### config.mk
export PLATFORM = sky130hd
export DESIGN_NAME = vfa_sqrt
export DESIGN_NICKNAME = d
export VERILOG_FILES = /design/src/hdl/vfa_pkg.sv /design/src/hdl/vfa_sqrt.sv
export SDC_FILE = /design/constraint.sdc
export NUM_CORES = 2
export LEC_CHECK = 0
export BUFFER_PORTS_ARGS = -buffer_cell sky130_fd_sc_hd__buf_2
export CORE_ASPECT_RATIO = 1.5
export CORE_MARGIN = 3
export CORE_UTILIZATION = 55
export DETAILED_ROUTE_END_ITERATION = 8
export GPL_ROUTABILITY_DRIVEN = 0
export PLACE_DENSITY = 0.73
export SYNTH_ARGS = -nofsm -noshare
export SYNTH_HDL_FRONTEND = slang
export SYNTH_SLANG_ARGS = --single-unit
### constraint.sdc
create_clock -name clk -period 3.35 [get_ports clk]
set_clock_uncertainty 0.15 [all_clocks]
set_input_delay 0.5025 -clock clk [delete_from_list [all_inputs] [get_ports clk]]
set_output_delay 0.5025 -clock clk [all_outputs]
set_load 0.01 [all_outputs]
### src/hdl/vfa_pkg.sv
// ----------------------------------------------------------------------------
// Vector fixed-point ALU package
// Mode codes, axis codes, the stage payload type and the saturation helpers
// shared by the pipeline modules.
// ----------------------------------------------------------------------------
package vfa_pkg;

  // Operation codes carried on the mode input.
  localparam logic [3:0] MODE_ADD   = 4'd0;
  localparam logic [3:0] MODE_SUB   = 4'd1;
  localparam logic [3:0] MODE_CROSS = 4'd2;
  localparam logic [3:0] MODE_DOT   = 4'd3;
  localparam logic [3:0] MODE_SCALE = 4'd4;
  localparam logic [3:0] MODE_LEN   = 4'd5;
  localparam logic [3:0] MODE_NORM  = 4'd6;
  localparam logic [3:0] MODE_ORTHO = 4'd7;
  localparam logic [3:0] MODE_AXIS  = 4'd8;
  localparam logic [3:0] MODE_MAXN  = 4'd9;

  // Axis codes.
  localparam logic [1:0] AXIS_X = 2'd0;
  localparam logic [1:0] AXIS_Y = 2'd1;
  localparam logic [1:0] AXIS_Z = 2'd2;

  typedef logic signed [31:0] word_t;

  localparam word_t Q_MAX = 32'sh7fffffff;
  localparam word_t Q_MIN = 32'sh80000000;

  localparam logic signed [65:0] LIM_HI = 66'sd2147483647;
  localparam logic signed [65:0] LIM_LO = -66'sd2147483648;

  // Payload that travels with each beat down the pipeline.
  typedef struct packed {
    logic [3:0] mode;
    word_t      rx;
    word_t      ry;
    word_t      rz;
    word_t      sc;
    logic [1:0] axis;
    logic       sat;
    word_t      vx;
    word_t      vy;
    word_t      vz;
  } pkt_t;

  // Clips a wide signed value to 32 bits; the top bit of the result is the clip flag.
  function automatic logic [32:0] sat32(input logic signed [65:0] v);
    logic [32:0] res;
    if (v > LIM_HI) begin
      res = {1'b1, Q_MAX};
    end else if (v < LIM_LO) begin
      res = {1'b1, Q_MIN};
    end else begin
      res = {1'b0, v[31:0]};
    end
    return res;
  endfunction

  // Magnitude of a signed word, exact in 33 bits.
  function automatic logic [32:0] abs33(input word_t v);
    logic signed [32:0] e;
    e = {v[31], v};
    return v[31] ? 33'(-e) : 33'(e);
  endfunction

endpackage

### src/hdl/vfa_sqrt.sv
// ----------------------------------------------------------------------------
// Vector ALU square root
// Pipelined restoring square root of a 64-bit radicand, one root bit per
// register stage, with a payload carried alongside.
// ----------------------------------------------------------------------------
module vfa_sqrt import vfa_pkg::*; #(
  parameter int PW = 8
) (
  input  logic          clk,
  input  logic          rst,
  input  logic          in_valid,
  input  logic [63:0]   in_rad,
  input  logic [PW-1:0] in_payload,
  output logic          out_valid,
  output logic [31:0]   out_root,
  output logic [PW-1:0] out_payload
);

  localparam int NS = 32;

  logic          vld  [NS];
  logic [63:0]   rem  [NS];
  logic [31:0]   root [NS];
  logic [PW-1:0] pay  [NS];

  for (genvar s = 0; s < NS; s++) begin : g_stage
    localparam int B = NS - 1 - s;
    logic          cur_vld;
    logic [63:0]   cur_rem;
    logic [31:0]   cur_root;
    logic [PW-1:0] cur_pay;
    logic [63:0]   trial;
    logic          take;

    if (s == 0) begin : g_first
      assign cur_vld  = in_valid;
      assign cur_rem  = in_rad;
      assign cur_root = '0;
      assign cur_pay  = in_payload;
    end else begin : g_next
      assign cur_vld  = vld[s-1];
      assign cur_rem  = rem[s-1];
      assign cur_root = root[s-1];
      assign cur_pay  = pay[s-1];
    end

    // The root bits found so far sit above the trial bit, so the trial is an OR.
    assign trial = (64'(cur_root) << (B + 1)) | (64'd1 << (2 * B));
    assign take  = (cur_rem >= trial);

    always_ff @(posedge clk) begin
      if (rst) begin
        vld[s] <= 1'b0;
      end else begin
        vld[s] <= cur_vld;
      end
      rem[s]  <= take ? (cur_rem - trial) : cur_rem;
      root[s] <= take ? (cur_root | (32'd1 << B)) : cur_root;
      pay[s]  <= cur_pay;
    end
  end

  assign out_valid   = vld[NS-1];
  assign out_root    = root[NS-1];
  assign out_payload = pay[NS-1];

endmodule

### Word level (Yosys, flattened, before mapping)

Memories as Yosys holds them, arrays and structs flattened.
Cells that the tools add are included.

* register bits after elaboration: 0
* RAM bits: 3360
* input port bits: 75
* output and inout port bits: 41
* word-level logic and storage cells: 199
* memories: 4

Memories
* rem: depth 32, width 64, read ports 31, clocked after memory_dff 0, wr ports 32, line vfa_sqrt.sv:22 `logic [63:0] rem [NS];`
* root: depth 32, width 32, read ports 32, clocked after memory_dff 0, wr ports 32, line vfa_sqrt.sv:23 `logic [31:0] root [NS];`
* pay: depth 32, width 8, read ports 32, clocked after memory_dff 0, wr ports 32, line vfa_sqrt.sv:24 `logic [PW-1:0] pay [NS];`
* vld: depth 32, width 1, read ports 32, clocked after memory_dff 0, wr ports 32, line vfa_sqrt.sv:21 `logic vld [NS];`

* $add $sub $neg: 32
* order comparisons: 32
* mux-type cells: 99
* bitwise logic cells: 32

Operator list (count)
* 64-bit two-way mux: 32
* 64-bit by 33-bit greater-or-equal comparator with 1-bit output: 1
* 64-bit by 34-bit greater-or-equal comparator with 1-bit output: 1
* 64-bit by 35-bit greater-or-equal comparator with 1-bit output: 1
* 64-bit by 36-bit greater-or-equal comparator with 1-bit output: 1
* 64-bit by 37-bit greater-or-equal comparator with 1-bit output: 1
* 64-bit by 38-bit greater-or-equal comparator with 1-bit output: 1
* 64-bit by 39-bit greater-or-equal comparator with 1-bit output: 1
* 64-bit by 40-bit greater-or-equal comparator with 1-bit output: 1
* 64-bit by 41-bit greater-or-equal comparator with 1-bit output: 1
* 64-bit by 42-bit greater-or-equal comparator with 1-bit output: 1
* 64-bit by 43-bit greater-or-equal comparator with 1-bit output: 1
* 64-bit by 44-bit greater-or-equal comparator with 1-bit output: 1
* 64-bit by 45-bit greater-or-equal comparator with 1-bit output: 1
* 64-bit by 46-bit greater-or-equal comparator with 1-bit output: 1
* 64-bit by 47-bit greater-or-equal comparator with 1-bit output: 1
* 64-bit by 48-bit greater-or-equal comparator with 1-bit output: 1
* 64-bit by 49-bit greater-or-equal comparator with 1-bit output: 1
* 64-bit by 50-bit greater-or-equal comparator with 1-bit output: 1
* 64-bit by 51-bit greater-or-equal comparator with 1-bit output: 1
* 64-bit by 52-bit greater-or-equal comparator with 1-bit output: 1
* 64-bit by 53-bit greater-or-equal comparator with 1-bit output: 1
* 64-bit by 54-bit greater-or-equal comparator with 1-bit output: 1
* 64-bit by 55-bit greater-or-equal comparator with 1-bit output: 1
* 74 further kinds: 140

### Depth between registers and ports, before layout

* word-level depth: 3
* mapped depth: 15
* depth with buffers taken out: 13

### Worst setup path before layout

Ideal clock, no wire load.

* path type: register to register
* from: memory root[26][30], in the netlist root[13][30]
* to: memory rem[27][53]
* setup time: 118 ps
* arrival time: 3253 ps
* data required time: 3082 ps
* setup slack: -172 ps
* cell stages (with the launch flop): 14
* period minus slack after synthesis: 3522 ps
* path through: dfxtp_1 -> inv_1 -> ha_1 -> buf_2 -> nand4_1 -> or4b_2 -> nor2b_1 -> a311o_1 -> nor2_1 -> o211ai_1 -> nand4_1 -> or4b_1 -> or3_1 -> xnor2_1

RTL lines (line)
* start: declaration: vfa_sqrt.sv:23
* end: declaration: vfa_sqrt.sv:22

==> impl_metrics.ini <==
[clocking]
cts_max_level = 4
cts_tree = yes
cts_buffers = 242
clkSinkCount = 2800
clockRootBuffer = clkbuf_16
clock_path_buffers = 4
clk_pin_slew_ps = 70
clock_latency_ps = 940

[pwr]
finalPower_mw = 103.8
max-vdd-ir-drop_uv = 929.2
p_per_area_nw_per_um2 = 818.4
p_leak_nw = 57.99

[die]
die_area_um2 = 188300
num_rows = 191
die_w_um = 355.3
fp.dieH_um = 530
io-pin-count = 116
core_region_area_um2 = 181100
start_util_pct = 55.58

[synthesis]
synth_xor_xnor_area_share_pct = 7.673
synth-seq-cells = 2800
async_reset_ff_share_pct = 0
synth_cell_types = 93
syn_area_um2 = 100700
synth_fp_nets = 10490
synth_warnings = 0
avgSynthCellArea_um2 = 10.21
synthCells = 9856
synth_edf_count = 0
ys_seq_area_share_pct = 55.68
synth_fa_ha_area_share_pct = 6.935
synthSimpleGateAreaFrac_pct = 14.43
synth_top_family_by_area = simple AND/OR/NAND/NOR gates
synth_compound_area_share_pct = 10.97
synthMuxAreaShare_pct = 0.9420
ys.flop_type = dfxtp_1

[place]
post-dp-hpwl_mm = 195.6
place_area_um2 = 111400
port_buffers = 115
dp.cells = 13210

[timing]
fin_hold_ws_ps = 72.79
layout_setup_ws_ps = -141.6
rsz0062_at_grt = true
layout_min_cycle_time_ps = 3492
worst_slew_pin_slew_ps = 1240
hold_violations = 0
slew_headroom_pct = 17.12
setup_violations = 45
final_max_slew_viol_count = 0
fin_crit_sh_pct = 104.2
max_freq_mhz = 286.4
finalSetupTns_ps = -2052

[grt]
overflow = 0
grt_max_degree = 54
grt_pass1_wl_mm = 415.7
first_global_vias = 81770
grt_usage_pct = 27.78
antenna_found_initial = 6

[detailed_routing]
vias = 78010
dr.pass1.iters = 5
wl_per_cell_um = 19.98
routed_wl_mm = 277.4
dr.first_iter.drc_count = 4192
vias_per_cell = 5.618
drc = 0
ant_nets = 0

[worst_setup_path]
cp.arrival_ps = 4120
max_stage_delay_ps = 590
crit_chain = inv_1, ha_4, or3_4, o22ai_4, o22ai_4, a31oi_1, buf_4, a21oi_4, o211ai_1, buf_4, nand4_1, or4b_4, or3_4, xnor2_2
path_max_fanout = 3
crit_type = flop to flop
timing.critical_path.buf_inv = 3
path_delay_family = simple AND/OR/NAND/NOR gates
crit_required_ps = 3970
slowest_stage = or4b_4
cp-end-kind = flop
critPathLaunchType = flop

[worst_hold_path]
hold_path.class = input pin to flop

[cells_and_area]
final_area_um2 = 126900
final_nets = 11900
syn_to_final_growth_pct = 26.01
stdcell_count = 13880
drive_gt1_share_pct = 22.02

[outcome]
status = finished with violations
violations = setup timing

[job]
maxCapViolations = 0
[power breakdown]
group	switching (mW)	internal, mW
registers	5.82	40.2
clock network	12.6	17.1
logic	14.6	13.5
total	33.1	70.8
[final cells by class]
type | instances | area (µm²)
clock inverters | 142 | 1878
diodes | 11 | 27.53
clock buffers | 299 | 6674
fillers | 12190 | 54280
multi-input cells | 6161 | 45730
repair buffers | 1355 | 10760
inverters | 704 | 2643
flip-flops and latches | 2800 | 56140
well taps | 2412 | 3018
[worst paths after layout]
check | start | endpoint | slack [ps] | depth (start not counted)
setup reg to reg | root[13][6]$_DFF_P_ | rem[27][53]$_DFF_P_ | -140 | 14
hold / removal | in_payload[6] | pay[0][6]$_DFF_P_ | 70 | 2
setup / recovery | root[13][6]$_DFF_P_ | rem[27][53]$_DFF_P_ | -140 | 14
hold reg to reg | rem[14][26]$_DFF_P_ | rem[15][26]$_DFF_P_ | 110 | 0
[sequential cells by signal, summed over array words and instances (netlist names)]
name and cells:
pay 256, rem 1984, root 528, vld 32
[cells in the mapped netlist (18+ instances only)]
library cell  instances  area share, %
nor2_1              638            2.4
and2_1               25           0.16
nor4_1              340            2.1
o31ai_1              40           0.30
nand2b_1            114           0.71
nand3_1             185           0.92
or4_1                64           0.48
xor2_1              408            3.5
a31oi_1              52           0.32
nand4b_1             20           0.17
o211ai_1             35           0.26
nor4b_1              50           0.43
o21bai_1             50           0.37
a21o_1              230            1.7
clkbuf_1            162           0.60
a21oi_1             651            3.2
or2_2                31           0.19
or3_1               104           0.65
nor3b_1              29           0.22
a211o_1              18           0.16
buf_2                20          0.099
nor3_1              228            1.1
inv_1               701            2.6
xnor2_1             474            4.1
nor2b_1             110           0.68
nand3b_1             33           0.25
dfxtp_1            2800             56
and3_1               38           0.24
mux2_2               78           0.87
o21ai_0             452            2.2
nand2_1             613            2.3
a2111oi_0            20           0.17
o21a_1               68           0.51
ha_1                558            6.9
nand4_1             143           0.89
a211oi_1             38           0.28
[routing by layer]
layer | vias up | global-route usage (%) | part of all wire (%)
met5 | - | 0 | 0
met4 | 0 | 26.85 | 11
met3 | 1393 | 4.476 | 3.7
met2 | 2436 | 56.78 | 55
met1 | 37210 | 20.83 | 29
li1 | 36970 | - | -
[cell usage in the layout, fill, tap and decap left out, types with 49 or more instances in the layout]
| master | count |
|---|---|
| dfxtp_1 | 2735 |
| buf_4 | 1067 |
| inv_1 | 681 |
| a21oi_1 | 604 |
| nor2_1 | 597 |
| nand2_1 | 582 |
| ha_1 | 484 |
| xnor2_1 | 462 |
| xor2_1 | 407 |
| o21ai_0 | 376 |
| nor4_1 | 274 |
| clkbuf_16 | 252 |
| a21o_1 | 229 |
| nor3_1 | 185 |
| nand3_1 | 163 |
| nand4_1 | 143 |
| buf_2 | 115 |
| nand2b_1 | 109 |
| nor2b_1 | 102 |
| or3_1 | 87 |
| mux2_2 | 77 |
| dlygate4sd3_1 | 76 |
| buf_6 | 65 |
| o21a_1 | 64 |
| dfxtp_2 | 64 |
| ha_4 | 63 |
| or4_1 | 49 |
| o21bai_1 | 49 |
[cell families (layout without fill, tap and decap cells)]
family                   count (synthesis)  count (layout)
other                                    0              11
AO/OA/AOI/OAI                         1814            1815
adder cells (fa/ha/maj)                558             558
flip-flops                            2800            2800
AND/OR/NAND/NOR                       2820            2821
multiplexers                            85              85
buffers and inverters                  897            2500
XOR/XNOR                               882             882
[repair_timing]
| item | 4_1_cts | 5_1_grt |
|---|---|---|
| pin swaps | 132 | 258 |
| hold buffers | 76 | 0 |
| gates cloned | 5 | 11 |
| resized for setup | 406 | 628 |
| setup buffers | 65 | 78 |
| endpoints found under the setup margin | 573 | 624 |
| endpoints found under the hold margin | 105 | 0 |
[metrics by stage]
step	utilization, %	worst slack, ps
CTS	68.05	-145.3
floorplan	-	-47.52
global route	70.03	-240.5
detailed placement	61.51	-516.7
finish	70.03	-141.6
global placement	61.51	-491.2
No activity file was read; power rests on OpenSTA's default activity.
